File: src/design/wnm_pkg.sv
// Package for the wildcard name matcher: shared constants, register indexes
// and the ASCII case-folding helper. No dependencies.
package wnm_pkg;

  localparam int PatSlotsMax       = 16;
  localparam int MaxPatternDefault = 16;
  localparam int LenRegW           = 5;
  localparam int CharW             = 8;
  localparam int CfgDataW          = 64;
  localparam int CfgIndexW         = 2;

  localparam logic [CharW-1:0] CharAny  = 8'h3F;
  localparam logic [CharW-1:0] CharStar = 8'h2A;

  localparam logic [LenRegW-1:0]  PatternLengthReset = 5'd1;
  localparam logic [CfgDataW-1:0] CharsLowReset      = 64'd42;
  localparam logic [CfgDataW-1:0] CharsHighReset     = 64'd0;

  typedef enum logic [CfgIndexW-1:0] {
    RegPatternLength = 2'd0,
    RegCharsLow      = 2'd1,
    RegCharsHigh     = 2'd2,
    RegUnused        = 2'd3
  } cfg_reg_t;

  function automatic logic [CharW-1:0] fold_case(input logic [CharW-1:0] c);
    logic [CharW-1:0] r;
    r = c;
    if (c >= 8'h41 && c <= 8'h5A) begin
      r = c + 8'h20;
    end
    return r;
  endfunction

endpackage

File: src/design/wnm_cfg.sv
// Configuration registers of the wildcard name matcher: pattern length and
// pattern characters, with the effective length saturated. Uses wnm_pkg.
module wnm_cfg import wnm_pkg::*; #(
  parameter int Slots = PatSlotsMax,
  parameter int LenW  = $clog2(PatSlotsMax + 1)
) (
  input  logic                  clk,
  input  logic                  rst,
  input  logic                  cfg_we,
  input  logic [CfgIndexW-1:0]  cfg_index,
  input  logic [CfgDataW-1:0]   cfg_data,
  output logic [LenW-1:0]       eff_len,
  output logic [CharW-1:0]      pat_chars [Slots]
);

  logic [LenRegW-1:0]  pattern_length;
  logic [CfgDataW-1:0] chars_low;
  logic [CfgDataW-1:0] chars_high;
  logic [2*CfgDataW-1:0] chars_all;

  always_ff @(posedge clk) begin
    if (rst) begin
      pattern_length <= PatternLengthReset;
      chars_low      <= CharsLowReset;
      chars_high     <= CharsHighReset;
    end else if (cfg_we) begin
      case (cfg_reg_t'(cfg_index))
        RegPatternLength: pattern_length <= cfg_data[LenRegW-1:0];
        RegCharsLow:      chars_low      <= cfg_data;
        RegCharsHigh:     chars_high     <= cfg_data;
        default: ;
      endcase
    end
  end

  assign chars_all = {chars_high, chars_low};

  always_comb begin
    if (pattern_length > LenRegW'(Slots)) begin
      eff_len = LenW'(Slots);
    end else begin
      eff_len = pattern_length[LenW-1:0];
    end
  end

  for (genvar i = 0; i < Slots; i++) begin : g_chars
    assign pat_chars[i] = chars_all[i*CharW +: CharW];
  end

endmodule

File: src/design/wnm_step.sv
// Next-state logic of the wildcard name matcher: star closure, the per-byte
// position advance and the final match test. Uses wnm_pkg.
module wnm_step import wnm_pkg::*; #(
  parameter int Slots = PatSlotsMax,
  parameter int LenW  = $clog2(PatSlotsMax + 1)
) (
  input  logic [Slots:0]   live,
  input  logic [CharW-1:0] text_char,
  input  logic [LenW-1:0]  eff_len,
  input  logic [CharW-1:0] pat_chars [Slots],
  output logic [Slots:0]   live_next,
  output logic             matched
);

  logic [Slots-1:0] star_use;
  logic [Slots-1:0] hit_use;
  logic [Slots:0]   cur;
  logic [Slots:0]   fin;
  logic [CharW-1:0] text_folded;

  // A position j is live after closure when some live k <= j is followed by
  // an unbroken run of in-use stars from k up to j-1.
  function automatic logic [Slots:0] close_stars(input logic [Slots:0] v,
                                                 input logic [Slots-1:0] s);
    logic [Slots:0] r;
    logic           run;
    r = '0;
    for (int j = 0; j <= Slots; j++) begin
      for (int k = 0; k <= j; k++) begin
        run = v[k];
        for (int m = k; m < j; m++) begin
          run = run & s[m];
        end
        r[j] = r[j] | run;
      end
    end
    return r;
  endfunction

  assign text_folded = fold_case(text_char);

  for (genvar i = 0; i < Slots; i++) begin : g_pos
    logic in_use;
    logic is_star;
    assign in_use     = LenW'(i) < eff_len;
    assign is_star    = pat_chars[i] == CharStar;
    assign star_use[i] = in_use & is_star;
    assign hit_use[i]  = in_use & !is_star &
                         ((pat_chars[i] == CharAny) || (fold_case(pat_chars[i]) == text_folded));
  end

  assign cur = close_stars(live, star_use);

  always_comb begin
    live_next = '0;
    for (int i = 0; i < Slots; i++) begin
      live_next[i]   = live_next[i] | (cur[i] & star_use[i]);
      live_next[i+1] = cur[i] & hit_use[i];
    end
  end

  assign fin     = close_stars(live_next, star_use);
  assign matched = fin[eff_len];

endmodule

File: src/design/wildcard_name_matcher_core.sv
// Wildcard name matcher top level: input register, position update and
// result register. Uses wnm_pkg, wnm_cfg and wnm_step.
// A name's last byte passes the input register, then the result register.
// Throughput: one byte per cycle, set by the live-position vector update;
// a last byte stalls while a result waits. Reset (synchronous) loads the
// default pattern "*" of length 1, clears both stages, sets live vector to 1.
module wildcard_name_matcher_core import wnm_pkg::*; #(
  parameter int MaxPattern = MaxPatternDefault
) (
  input  logic                 clk,
  input  logic                 rst,
  input  logic                 s_axis_tvalid,
  output logic                 s_axis_tready,
  input  logic [7:0]           s_axis_tdata,   // [7:0] text_char
  input  logic                 s_axis_tlast,   // last_of_name
  output logic                 m_axis_tvalid,
  input  logic                 m_axis_tready,
  output logic [7:0]           m_axis_tdata,   // [0] matched, [7:1] zero
  input  logic                 cfg_we,
  input  logic [CfgIndexW-1:0] cfg_index,
  input  logic [CfgDataW-1:0]  cfg_data
);

  localparam int Slots = (MaxPattern < PatSlotsMax) ? MaxPattern : PatSlotsMax;
  localparam int LenW  = $clog2(Slots + 1);

  logic [LenW-1:0]  eff_len;
  logic [CharW-1:0] pat_chars [Slots];

  logic             in_valid;
  logic [CharW-1:0] in_char;
  logic             in_last;
  logic [Slots:0]   live;
  logic [Slots:0]   live_next;
  logic             step_matched;
  logic             out_valid;
  logic             out_matched;
  logic             out_free;
  logic             in_go;

  wnm_cfg #(.Slots(Slots), .LenW(LenW)) u_cfg (
    .clk       (clk),
    .rst       (rst),
    .cfg_we    (cfg_we),
    .cfg_index (cfg_index),
    .cfg_data  (cfg_data),
    .eff_len   (eff_len),
    .pat_chars (pat_chars)
  );

  wnm_step #(.Slots(Slots), .LenW(LenW)) u_step (
    .live      (live),
    .text_char (in_char),
    .eff_len   (eff_len),
    .pat_chars (pat_chars),
    .live_next (live_next),
    .matched   (step_matched)
  );

  assign out_free      = !out_valid || m_axis_tready;
  assign in_go         = in_valid && (!in_last || out_free);
  assign s_axis_tready = !in_valid || in_go;

  always_ff @(posedge clk) begin
    if (rst) begin
      in_valid <= 1'b0;
    end else if (s_axis_tready) begin
      in_valid <= s_axis_tvalid;
    end
  end

  always_ff @(posedge clk) begin
    if (s_axis_tready && s_axis_tvalid) begin
      in_char <= s_axis_tdata;
      in_last <= s_axis_tlast;
    end
  end

  always_ff @(posedge clk) begin
    if (rst) begin
      live <= (Slots + 1)'(1);
    end else if (in_go) begin
      live <= in_last ? (Slots + 1)'(1) : live_next;
    end
  end

  always_ff @(posedge clk) begin
    if (rst) begin
      out_valid <= 1'b0;
    end else if (in_go && in_last) begin
      out_valid <= 1'b1;
    end else if (m_axis_tready) begin
      out_valid <= 1'b0;
    end
  end

  always_ff @(posedge clk) begin
    if (in_go && in_last) begin
      out_matched <= step_matched;
    end
  end

  assign m_axis_tvalid = out_valid;
  assign m_axis_tdata  = {7'd0, out_matched};

endmodule
File: config.mk
export PLATFORM = sky130hd
export DESIGN_NAME = wildcard_name_matcher_core
export DESIGN_NICKNAME = d
export VERILOG_FILES = /design/src/design/wnm_pkg.sv /design/src/design/wnm_cfg.sv /design/src/design/wnm_step.sv /design/src/design/wildcard_name_matcher_core.sv
export SDC_FILE = /design/constraint.sdc
export NUM_CORES = 1
export LEC_CHECK = 0
export ABC_AREA = 1
export BUFFER_PORTS_ARGS = -buffer_cell sky130_fd_sc_hd__buf_2
export CORE_ASPECT_RATIO = 1.75
export CORE_UTILIZATION = 43
export CTS_CLUSTER_SIZE = 30
export DETAILED_ROUTE_END_ITERATION = 10
export GPL_TIMING_DRIVEN = 0
export PLACE_DENSITY = 0.67
export SYNTH_ARGS = -nofsm -noshare
export SYNTH_HDL_FRONTEND = slang
export SYNTH_SLANG_ARGS = --single-unit
export TNS_END_PERCENT = 30
File: constraint.sdc
create_clock -name clk -period 3.3 [get_ports clk]
set_input_delay 0 -clock clk [delete_from_list [all_inputs] [get_ports clk]]
set_output_delay 0 -clock clk [all_outputs]
set_load 0.005 [all_outputs]
==> results by group, run 1 <==
STA
  – Max-slew headroom: 0.366
  – Minimum period implied by the final worst setup slack: ~3.8 ns
  – Setup repair after global routing missed its margin: true
  – Number of setup violations in the final report: 3
  – FMAX: between 0.2 and 0.3 GHz
  – Worst Tran Pin Value: roughly 0.94 ns
  – Pins over their slew limit: 0
  – Final Skew: approximately 0.01 ns
  – Final cycle utilization of the critical path: 1.16
  – Worst slack on hold paths: between 0.06 and 0.07 ns
  – Final hold viol count: 0
  – Setup slack after layout: -0.512 ns

Layout
  – Area growth from synthesis to layout: 30.3%
  – Nets: between 1.5k and 2k
  – Layout filler cell count: 2272
  – Share of the core filled with cells: 0.576
  – Fraction of layout cells with a size suffix above 1: 0.187

Setup path
  – Worst-path cell with the longest stage delay: sky130_fd_sc_hd__edfxtp_1
  – Worst path most repeated cell: sky130_fd_sc_hd__nand2_1
  – Flop-to-flop setup slack: -0.51 ns
  – End of the worst register-to-register path: out_matched
  – Data arrival time of the critical path: 4.01 ns
  – Biggest fanout along the worst timing path: 4
  – Startpoint-to-endpoint class of the critical path: reg2reg
  – Setup crit start kind: flop
  – Worst r2r src: in_char[0]
  – Worst r2r path cells: 26
  – Worst setup EP type: flop
  – Largest stage delay on the critical path: 0.45 ns
  – Worst path required time: ~3.5 ns

GRT
  – Global route total overflow: 0
  – First-pass GRT wire length: about 67 mm
  – Maximum number of pins on one net before global-route repair: 17
  – Initial antenna violation count: 0
  – Via count of the first global-routing pass: 12.3k
  – All-Layer GR Usage: 0.354

Synth
  – Share of flip-flops with an asynchronous set or reset after synthesis: 0
  – Number of standard cells after synthesis: about 1.6k
  – Number of enable flip-flop cells after synthesis: 10
  – Area fraction of the dominant cell type after synthesis: 0.283
  – Dominant cells by area after synthesis: sky130_fd_sc_hd__dfxtp_1, sky130_fd_sc_hd__nand2_1, sky130_fd_sc_hd__o21ai_0
  – Post-Synthesis Cell Area: approximately 11000 um^2
  – Yosys reg bits: approximately 160
  – Dominant register cell in the synthesized netlist: sky130_fd_sc_hd__dfxtp_1
  – Register area share after synthesis: 0.312
  – Unique masters post-synth: between 50 and 60
  – Synth Warn #: 0
  – Per-instance average area after synthesis: 6.63 um^2
  – Library cell occupying the most area in the post-synthesis netlist: sky130_fd_sc_hd__dfxtp_1

Clock network
  – Latest clock arrival within the worst-skew pair: 0.46 ns
  – Number of H-tree branching levels: 4
  – Clock slew seen by the registers of the worst setup and hold paths: around 0.070 ns
  – Deepest clock path buffer count: 2
  – CTS tree: done
  – Clock root cell: sky130_fd_sc_hd__clkbuf_16
  – Clock buffers created by TritonCTS: 17
  – TritonCTS Sinks: 161

Power
  – Sequential group share of total power: 0.436
  – Clock network fraction of design power: 0.362
  – P_sw: 1580 uW
  – Cell-internal power: roughly 3400 uW
  – Switching part of the total power: 0.318
  – Peak VDD IR: about 0.00036 V
  – Combinational group share of total power: 0.202
  – Pwr per Cell Area: between 300 and 400 nW/um^2
  – Leak: roughly 0.0058 uW

Hold path
  – Worst hold path cell count: 4
  – Worst min-delay path category: in2reg
  – Hold path startpoint: cfg_index[1]
  – Hold Path End: u_cfg.pattern_length[3]

Placed design
  – Setup WS pre-CTS: -1.49 ns
  – Detail Placement HPWL: ~33 mm
  – Number of port buffers: between 80 and 90
  – Final weighted congestion in routability-driven placement: about 1

Drt
  – Detailed-route wire length per cell: between 20 and 25 um
  – DRC errors left: 0
  – DRC violation total after the first TritonRoute iteration: ~1.1k
  – Drt via density: between 5 and 6
  – Pre-antenna DRT Iters: 6
  – Wire length reported by the detailed router: roughly 45 mm
  – Final ANT Viol Nets: 0
  – Vias after detailed routing: between 10k and 15k

Floorplanning
  – Die boundary height: approximately 210 um
  – Placeable core region: 24100 um^2
  – Boundary pin count: 90
  – Count of standard-cell rows: 75
  – Area of the die: roughly 25000 um^2
  – Initial cell density of the core: 0.442
  – Die width: roughly 120 um

Status
  – Status: finished, violations left
  – Failing checks: negative setup slack

Run
  – Max-cap violation count: 0
[metal layers]
metal	GRT usage	routed length, um	share of wire
met1	0.369	15500	0.35
met2	0.594	21100	0.47
met5	0	0	0
met4	0.311	4390	0.099
met3	0.0760	3520	0.079
[cell usage after synthesis (6+ instances only)]
master and instances:
sky130_fd_sc_hd__a21oi_1 124, sky130_fd_sc_hd__o21ai_0 174, sky130_fd_sc_hd__ha_1 17, sky130_fd_sc_hd__nor4_1 26
sky130_fd_sc_hd__xnor2_1 17, sky130_fd_sc_hd__buf_2 8, sky130_fd_sc_hd__o22ai_1 15, sky130_fd_sc_hd__xor2_1 30
sky130_fd_sc_hd__nand2_1 241, sky130_fd_sc_hd__inv_1 157, sky130_fd_sc_hd__a221oi_1 7, sky130_fd_sc_hd__dfxtp_1 151
sky130_fd_sc_hd__nand4_1 72, sky130_fd_sc_hd__nand3_1 88, sky130_fd_sc_hd__nor3_1 47, sky130_fd_sc_hd__nand2_4 20
sky130_fd_sc_hd__nor2_1 221, sky130_fd_sc_hd__clkbuf_1 56, sky130_fd_sc_hd__buf_4 10, sky130_fd_sc_hd__inv_2 16
sky130_fd_sc_hd__edfxtp_1 10, sky130_fd_sc_hd__nand2_2 6, sky130_fd_sc_hd__o2111ai_1 12, sky130_fd_sc_hd__o211ai_1 9
[power groups by stage]
stage	registers [uW]	logic [uW]	clock network, uW
floorplan	2180	507	0
global placement	2200	766	0
detailed placement	2200	779	0
CTS	2160	935	1800
global route	2180	1080	1890
finish	2170	1000	1800
[cell families (layout without fill, tap and decap cells)]
family | Yosys count | count (layout) | share of synthesized area
simple gates | 745 | 745 | 0.331
compound gates | 385 | 385 | 0.204
buf+inv | 253 | 511 | 0.0942
flops | 161 | 161 | 0.312
xor+xnor | 47 | 47 | 0.0386
other cells | 1 | 8 | 0.000352
fa+ha+maj | 17 | 17 | 0.0199
[cells in the final DEF (no fill, tap or decap), drive strengths merged, types with 3 or more instances in the layout]
master,instances
a2111oi,5
a21oi,125
a221oi,7
a41oi,4
buf,168
clkbuf,74
clkinv,13
clkinvlp,6
conb,7
dfxtp,151
dlygate4sd3,81
edfxtp,10
ha,17
inv,169
nand2,267
nand3,89
nand3b,4
nand4,72
nor2,232
nor3,48
nor4,29
o2111ai,12
o211ai,9
o21ai,179
o21bai,5
o221ai,5
o22ai,15
o31ai,5
o41ai,3
xnor2,17
xor2,30
[layout make-up]
type / instances / area, um^2 / share of cell area
diodes: 1 / 2.50 / 0.000180
repair buffers: 227 / 1750 / 0.126
plain buffers: 77 / 454 / 0.0327
inverters: 175 / 697 / 0.0502
multi-input cells: 1201 / 6770 / 0.487
well taps: 308 / 385 / 0.0277
clock buffers: 19 / 433 / 0.0312
flip-flops and latches: 161 / 3340 / 0.240
clock inverters: 13 / 72.6 / 0.00522
[through the flow]
stage	std cells	power (uW)	instance area, um^2	setup TNS, ns
after CTS	2148	4900	13400	-0.549
after detailed placement	2004	2980	11500	-4.94
after floorplan	1615	2680	10700	0
final	2182	4980	13900	-0.716
after global placement	2004	2970	11500	-4.58
after global routing	2181	5150	13900	-1.50
[critical path: cells and delay by family (launching register included)]
family                    cells  cell delay, ns
and+or+nand+nor              16            1.58
xor gates and xnor gates      1            0.18
DFF                           1            0.45
buffers and inverters         5            0.69
AOI/OAI and AO/OA             4            0.63
[timing repair]
item	4_1_cts	5_1_grt
hold buffers	81	0
setup endpoints to repair	10	6
pin swaps	33	45
resized for setup	99	78
hold endpoints to repair	147	0
buffers inserted	31	35
[worst max-delay path by stage]
stage / from / end
after floorplan: in_char[0] / out_matched
after global placement: in_char[2] / out_matched
after detailed placement: in_char[2] / out_matched
after CTS: in_char[0] / out_matched
after global routing: in_char[0] / out_matched
final: in_char[0] / out_matched
[registers in the layout, indices dropped and copies added (netlist names)]
name,cells
live,16
out_matched,1
m_axis_tvalid,1
in_valid,1
in_char,8
u_cfg.chars_low,64
in_last,1
u_cfg.pattern_length,5
u_cfg.chars_high,64
Note: power is estimated with default switching activity, not from simulation.
==> run 2: changes to the inputs <==
PLACE_DENSITY = 0.66   (was 0.67)
==> results by group, run 2 (same netlist as run 1, synthesis figures left out) <==
GRT
  – Met1 track utilization from global routing: 0.365
  – Global route total overflow: 0
  – Initial antenna violation count: 0
  – First-pass GRT wire length: approximately 65 mm
  – Maximum number of pins on one net before global-route repair: 17
  – Routing layer with the top usage in global route: met2
  – All-Layer GR Usage: 0.345
  – Global routing met2 resource utilization: 0.596
  – Via count of the first global-routing pass: ~12k
  – Met3 track utilization from global routing: 0.0630

Clock network
  – Clock slew seen by the registers of the worst setup and hold paths: roughly 0.060 ns
  – CTS tree: done
  – Latest clock arrival within the worst-skew pair: 0.45 ns
  – TritonCTS Sinks: 161
  – Deepest clock path buffer count: 2
  – Number of H-tree branching levels: 4
  – Clock root cell: sky130_fd_sc_hd__clkbuf_16
  – Clock buffers created by TritonCTS: 17

Hold path
  – Hold path startpoint: s_axis_tdata[1]
  – Worst hold path cell count: 2
  – Worst min-delay path category: in2reg
  – Hold Path End: in_char[1]

Status
  – Status: finished, violations left
  – Failing checks: negative setup slack

STA
  – Worst slack on hold paths: about 0.26 ns
  – Max-slew headroom: 0.0465
  – Minimum period implied by the final worst setup slack: approximately 3.8 ns
  – Number of setup violations in the final report: 2
  – Worst Tran Pin Value: ~1.4 ns
  – Setup slack after layout: -0.510 ns
  – Final Skew: between 0.007 and 0.008 ns
  – FMAX: 0.262 GHz
  – Setup repair after global routing missed its margin: true
  – Final hold viol count: 0
  – Pins over their slew limit: 0
  – Final cycle utilization of the critical path: 1.15

Run
  – Max-cap violation count: 0

Drt
  – DRC errors left: 0
  – Drt via density: between 5 and 6
  – Pre-antenna DRT Iters: 8
  – DRC violation total after the first TritonRoute iteration: around 950
  – Wire length reported by the detailed router: 43.4 mm
  – Final ANT Viol Nets: 0
  – Vias after detailed routing: 12.5k
  – Detailed-route wire length per cell: about 20 um

Power
  – Leak: approximately 0.0056 uW
  – Peak VDD IR: between 0.0004 and 0.0005 V
  – Total chip power: between 5000 and 6000 uW
  – Pwr per Cell Area: about 380 nW/um^2

Setup path
  – End of the worst register-to-register path: out_matched
  – Data arrival time of the critical path: 4.01 ns
  – Worst r2r src: u_cfg.pattern_length[4]
  – Setup crit start kind: flop
  – Biggest fanout along the worst timing path: 10
  – Flop-to-flop setup slack: -0.51 ns
  – Worst setup EP type: flop
  – Worst path required time: about 3.5 ns
  – Startpoint-to-endpoint class of the critical path: reg2reg
  – Worst r2r path cells: 23

Floorplanning
  – Count of standard-cell rows: 75
  – Placeable core region: 24100 um^2
  – Die width: ~120 um
  – Boundary pin count: 90
  – Initial cell density of the core: 0.442
  – Area of the die: roughly 25000 um^2
  – Die boundary height: between 200 and 250 um

Layout
  – Most frequent cells in the layout: sky130_fd_sc_hd__nand2_1, sky130_fd_sc_hd__nor2_1, sky130_fd_sc_hd__o21ai_0
  – Fraction of layout cells with a size suffix above 1: 0.155
  – Share of the core filled with cells: 0.562
  – Most common cell after layout, fill and taps aside: sky130_fd_sc_hd__nand2_1
  – Registers with the most flip-flops: u_cfg.chars_high x64, u_cfg.chars_low x64, live x16
  – Ant diodes: 0
  – Area growth from synthesis to layout: 27.1%
  – Non-filler cells, final: approximately 2.2k
  – Nets: approximately 1.9k

Placed design
  – Post-placement cell count: roughly 2k
  – Number of port buffers: 81
  – Detail Placement HPWL: 33.0 mm
  – Final weighted congestion in routability-driven placement: about 1
==> run 2: changes by cell type in the layout (fill, tap and decap cells not counted), moves of 5 or more <==
cell,delta
sky130_fd_sc_hd__buf_4,-27
sky130_fd_sc_hd__nor2_1,+5
sky130_fd_sc_hd__dfxtp_2,-6
sky130_fd_sc_hd__nand2_1,+10
sky130_fd_sc_hd__nand2_4,-6
sky130_fd_sc_hd__dfxtp_1,+7
sky130_fd_sc_hd__clkbuf_1,+5
==> run 2: metal layers <==
metal	routed length, um	vias to the layer above
li1	-	5945
met1	15400	5799
met2	21200	581
met3	2940	175
met4	3780	0
met5	0	-
==> run 2: per-stage QoR <==
| stage | TNS, ns | setup slack [ns] | instance area, um^2 |
|---|---|---|---|
| 2_1_floorplan | 0 | 0.0695 | 10700 |
| 3_3_place_gp | -4.82 | -1.44 | 11500 |
| 3_5_place_dp | -4.99 | -1.45 | 11500 |
| 4_1_cts | -0.660 | -0.449 | 13300 |
| 5_1_grt | -1.59 | -0.768 | 13600 |
| 6_report | -0.803 | -0.510 | 13600 |
==> run 2: timing repair <==
action / CTS / global route
buffers inserted: 24 / 10
gates resized for setup: 81 / 43
endpoints found under the hold margin: 144 / 0
pin swaps: 13 / 24
setup endpoints to repair: 10 / 6
hold buffers: 81 / 0
==> run 2: worst max-delay path by stage <==
stage                            start           to  slack, ns  cells after the start
2_1_floorplan               in_char[0]  out_matched       0.07                     30
3_3_place_gp                in_char[2]  out_matched      -1.44                     28
3_5_place_dp                in_char[2]  out_matched      -1.45                     30
4_1_cts                     in_char[0]  out_matched      -0.45                     34
5_1_grt        u_cfg.pattern_length[4]  out_matched      -0.77                     23
6_report       u_cfg.pattern_length[4]  out_matched      -0.51                     23
==> run 2: final cells by class <==
| type | count | area (um^2) |
|---|---|---|
| buffer | 78 | 455 |
| clock inverter | 6 | 82.6 |
| clock buffer | 26 | 479 |
| timing repair buffer | 196 | 1500 |
| inverter | 175 | 681 |
| multi-input combinational | 1201 | 6650 |
| fill | 2318 | 10600 |
| tap | 308 | 385 |
| sequential | 161 | 3330 |
==> run 2: critical path, stage by stage (launching register included) <==
cell and delay, ns:
sky130_fd_sc_hd__dfxtp_1 0.31, sky130_fd_sc_hd__buf_6 0.16, sky130_fd_sc_hd__inv_1 0.18, sky130_fd_sc_hd__a21oi_1 0.06, sky130_fd_sc_hd__or2_1 0.26, sky130_fd_sc_hd__nor2_2 0.17
sky130_fd_sc_hd__a21oi_2 0.15, sky130_fd_sc_hd__inv_1 0.13, sky130_fd_sc_hd__nor2_4 0.08, sky130_fd_sc_hd__inv_2 0.16, sky130_fd_sc_hd__nor3_1 0.07, sky130_fd_sc_hd__a2111oi_1 0.38
sky130_fd_sc_hd__o2111ai_1 0.17, sky130_fd_sc_hd__nor3_1 0.15, sky130_fd_sc_hd__nand2_1 0.09, sky130_fd_sc_hd__inv_2 0.09, sky130_fd_sc_hd__o21bai_2 0.09, sky130_fd_sc_hd__a21o_1 0.18
sky130_fd_sc_hd__a21oi_1 0.29, sky130_fd_sc_hd__nand3_1 0.14, sky130_fd_sc_hd__nand2_1 0.08, sky130_fd_sc_hd__nand2_1 0.05, sky130_fd_sc_hd__nand2_1 0.06, sky130_fd_sc_hd__nand2_2 0.07
==> run 2: power breakdown <==
| part | switching, uW | internal (uW) | leakage, uW |
|---|---|---|---|
| clock network | 821 | 1150 | 0.000272 |
| logic | 591 | 375 | 0.00398 |
| registers | 111 | 2060 | 0.00133 |
| total | 1520 | 3580 | 0.00559 |
==> run 3: changes to the inputs <==
ABC_AREA = not set   (was 1)
==> results by group, run 3 <==
Status
  – Status: finished, violations left
  – Failing checks: negative setup slack

Clock network
  – Number of H-tree branching levels: 4
  – Deepest clock path buffer count: 2
  – Clock root cell: sky130_fd_sc_hd__clkbuf_16
  – TritonCTS Sinks: 161
  – Clock slew seen by the registers of the worst setup and hold paths: 0.07 ns
  – Clock buffers created by TritonCTS: 17
  – CTS tree: done
  – Latest clock arrival within the worst-skew pair: 0.46 ns

Synth
  – Area fraction of the dominant cell type after synthesis: 0.287
  – Yosys reg bits: 161
  – Number of enable flip-flop cells after synthesis: 10
  – Number of standard cells after synthesis: around 1.4k
  – Most frequent cell after synthesis: sky130_fd_sc_hd__nand2_1
  – Per-instance average area after synthesis: around 7.4 um^2
  – Register area share after synthesis: 0.315
  – Dominant cells by area after synthesis: sky130_fd_sc_hd__dfxtp_1, sky130_fd_sc_hd__nand2_1, sky130_fd_sc_hd__a21oi_1
  – List of most frequent post-synthesis cells: sky130_fd_sc_hd__nand2_1, sky130_fd_sc_hd__a21oi_1, sky130_fd_sc_hd__dfxtp_1, sky130_fd_sc_hd__nor2_1, sky130_fd_sc_hd__xnor2_1
  – Post-Synthesis Cell Area: approximately 11000 um^2
  – Library cell occupying the most area in the post-synthesis netlist: sky130_fd_sc_hd__dfxtp_1
  – Share of flip-flops with an asynchronous set or reset after synthesis: 0
  – Synth Warn #: 0
  – Unique masters post-synth: 94
  – Dominant register cell in the synthesized netlist: sky130_fd_sc_hd__dfxtp_1

STA
  – Max-slew headroom: 0.165
  – Final Skew: between 0.01 and 0.015 ns
  – Final hold viol count: 0
  – Pins over their slew limit: 0
  – Number of setup violations in the final report: 1
  – Worst Tran Pin Value: approximately 1.2 ns
  – Worst slack on hold paths: between 0.09 and 0.1 ns
  – Setup slack after layout: -0.400 ns
  – Final cycle utilization of the critical path: 1.12
  – Setup repair after global routing missed its margin: true
  – FMAX: 0.270 GHz
  – Minimum period implied by the final worst setup slack: 3.70 ns

Run
  – Max-cap violation count: 0

Layout
  – Nets: ~1.7k
  – Share of the core filled with cells: 0.545
  – Most frequent cells in the layout: sky130_fd_sc_hd__nand2_1, sky130_fd_sc_hd__a21oi_1, sky130_fd_sc_hd__dfxtp_1
  – Ant diodes: 0
  – Registers with the most flip-flops: u_cfg.chars_high x64, u_cfg.chars_low x64, live x16
  – Fraction of layout cells with a size suffix above 1: 0.132
  – Most common cell after layout, fill and taps aside: sky130_fd_sc_hd__nand2_1
  – Area growth from synthesis to layout: 24.3%

Setup path
  – Data arrival time of the critical path: just under 4 ns
  – Startpoint-to-endpoint class of the critical path: reg2reg
  – Worst path required time: between 3 and 4 ns
  – Biggest fanout along the worst timing path: 10
  – Setup crit start kind: flop
  – Worst setup EP type: flop

Power
  – Peak VDD IR: 0.000365 V
  – Leak: between 0.004 and 0.005 uW
  – Pwr per Cell Area: 373 nW/um^2

Floorplanning
  – Area of the die: ~25000 um^2
  – Count of standard-cell rows: 75
  – Die boundary height: 209 um
  – Die width: roughly 120 um
  – Initial cell density of the core: 0.439
  – Boundary pin count: 90
  – Placeable core region: roughly 24000 um^2

Drt
  – Wire length reported by the detailed router: 37.2 mm
  – Vias after detailed routing: 11.3k
  – Final ANT Viol Nets: 0
  – Pre-antenna DRT Iters: 5
  – DRC errors left: 0
  – DRC violation total after the first TritonRoute iteration: approximately 840
  – Drt via density: ~5.9
  – Detailed-route wire length per cell: about 19 um

Placed design
  – Number of port buffers: slightly above 80
  – Final weighted congestion in routability-driven placement: between 0.9 and 1
  – Detail Placement HPWL: approximately 27 mm

GRT
  – All-Layer GR Usage: 0.298
  – Maximum number of pins on one net before global-route repair: 17
  – Global route total overflow: 0
  – Initial antenna violation count: 0
  – Via count of the first global-routing pass: ~11k
  – First-pass GRT wire length: about 57 mm

Hold path
  – Worst min-delay path category: in2reg
## run 3: cell count changes after synthesis, moves of 55 or more
cell and delta:
sky130_fd_sc_hd__nand4_1 -55, sky130_fd_sc_hd__inv_1 -122, sky130_fd_sc_hd__xnor2_1 +59, sky130_fd_sc_hd__nor2_1 -131
sky130_fd_sc_hd__nand2_1 +70, sky130_fd_sc_hd__o21ai_0 -146
## run 3: cells by family after synthesis
group,count (synthesis),synth area share
other cells,1,0.000356
flops,161,0.315
xor+xnor,120,0.0998
simple gates,627,0.277
compound gates,365,0.230
fa+ha+maj,17,0.0202
buf+inv,124,0.0509
mux,6,0.00582
## run 3: path summary, 6_finish.rpt
check,start,to,slack (ns),cells after the start
min reg2reg,u_cfg.chars_high[31],u_cfg.chars_high[31],0.50,2
min,cfg_index[1],u_cfg.pattern_length[3],0.1,4
max reg2reg,in_char[3],out_matched,-0.40,17
max,in_char[3],out_matched,-0.40,17
## run 3: area by class of cell
cell class,count,area (um^2)
Clock inverter,9,82.6
Inverter,35,131
Fill cell,2397,10900
Buffer,88,480
Timing Repair Buffer,173,1290
Clock buffer,20,478
Tap cell,308,385
Multi-Input combinational cell,1142,6930
Sequential cell,161,3320
## run 3: stage by stage
stage / setup WS [ns] / total power (uW) / cell area [um^2] / std cells / TNS [ns]
floorplan: 0.0165 / 2600 / 10600 / 1427 / 0
global placement: -1.23 / 2840 / 11400 / 1816 / -4.77
detailed placement: -1.25 / 2850 / 11400 / 1816 / -5.27
CTS: -0.296 / 4880 / 13000 / 1931 / -0.296
global route: -0.509 / 5040 / 13100 / 1936 / -0.509
finish: -0.400 / 4890 / 13100 / 1936 / -0.400
## run 3: power breakdown
group / leakage [uW] / internal (uW) / total, uW / switching, uW
Combinational: 0.00306 / 354 / 828 / 474
Clock: 0.000271 / 1100 / 1940 / 839
Sequential: 0.00132 / 2030 / 2120 / 89.2
## run 3: routing by layer
layer	track usage	wire length (um)	up-vias
met2	0.540	19000	380
met1	0.298	13500	5363
met3	0.0404	1680	154
met5	0	0	-
met4	0.241	3000	0
li1	-	-	5429
## run 3: worst max-delay path, stage by stage, from the launching register on
cell	delay [ns]
sky130_fd_sc_hd__edfxtp_1	0.32
sky130_fd_sc_hd__buf_4	0.26
sky130_fd_sc_hd__nor4_4	0.06
sky130_fd_sc_hd__and2b_2	0.21
sky130_fd_sc_hd__buf_4	0.14
sky130_fd_sc_hd__o41ai_4	0.26
sky130_fd_sc_hd__buf_4	0.19
sky130_fd_sc_hd__buf_6	0.21
sky130_fd_sc_hd__buf_8	0.23
sky130_fd_sc_hd__xor2_1	0.09
sky130_fd_sc_hd__nand4_1	0.10
sky130_fd_sc_hd__o31ai_2	0.10
sky130_fd_sc_hd__a21o_1	0.21
sky130_fd_sc_hd__a221o_1	0.33
sky130_fd_sc_hd__a21oi_2	0.15
sky130_fd_sc_hd__o2111ai_2	0.15
sky130_fd_sc_hd__a311oi_2	0.30
sky130_fd_sc_hd__nand3_2	0.11
## run 3: timing repair
item	4_1_cts	5_1_grt
hold endpoints to repair	144	0
setup buffers	11	7
gates resized for setup	49	16
pin swaps	9	9
setup endpoints to repair	11	5
hold buffers	76	0
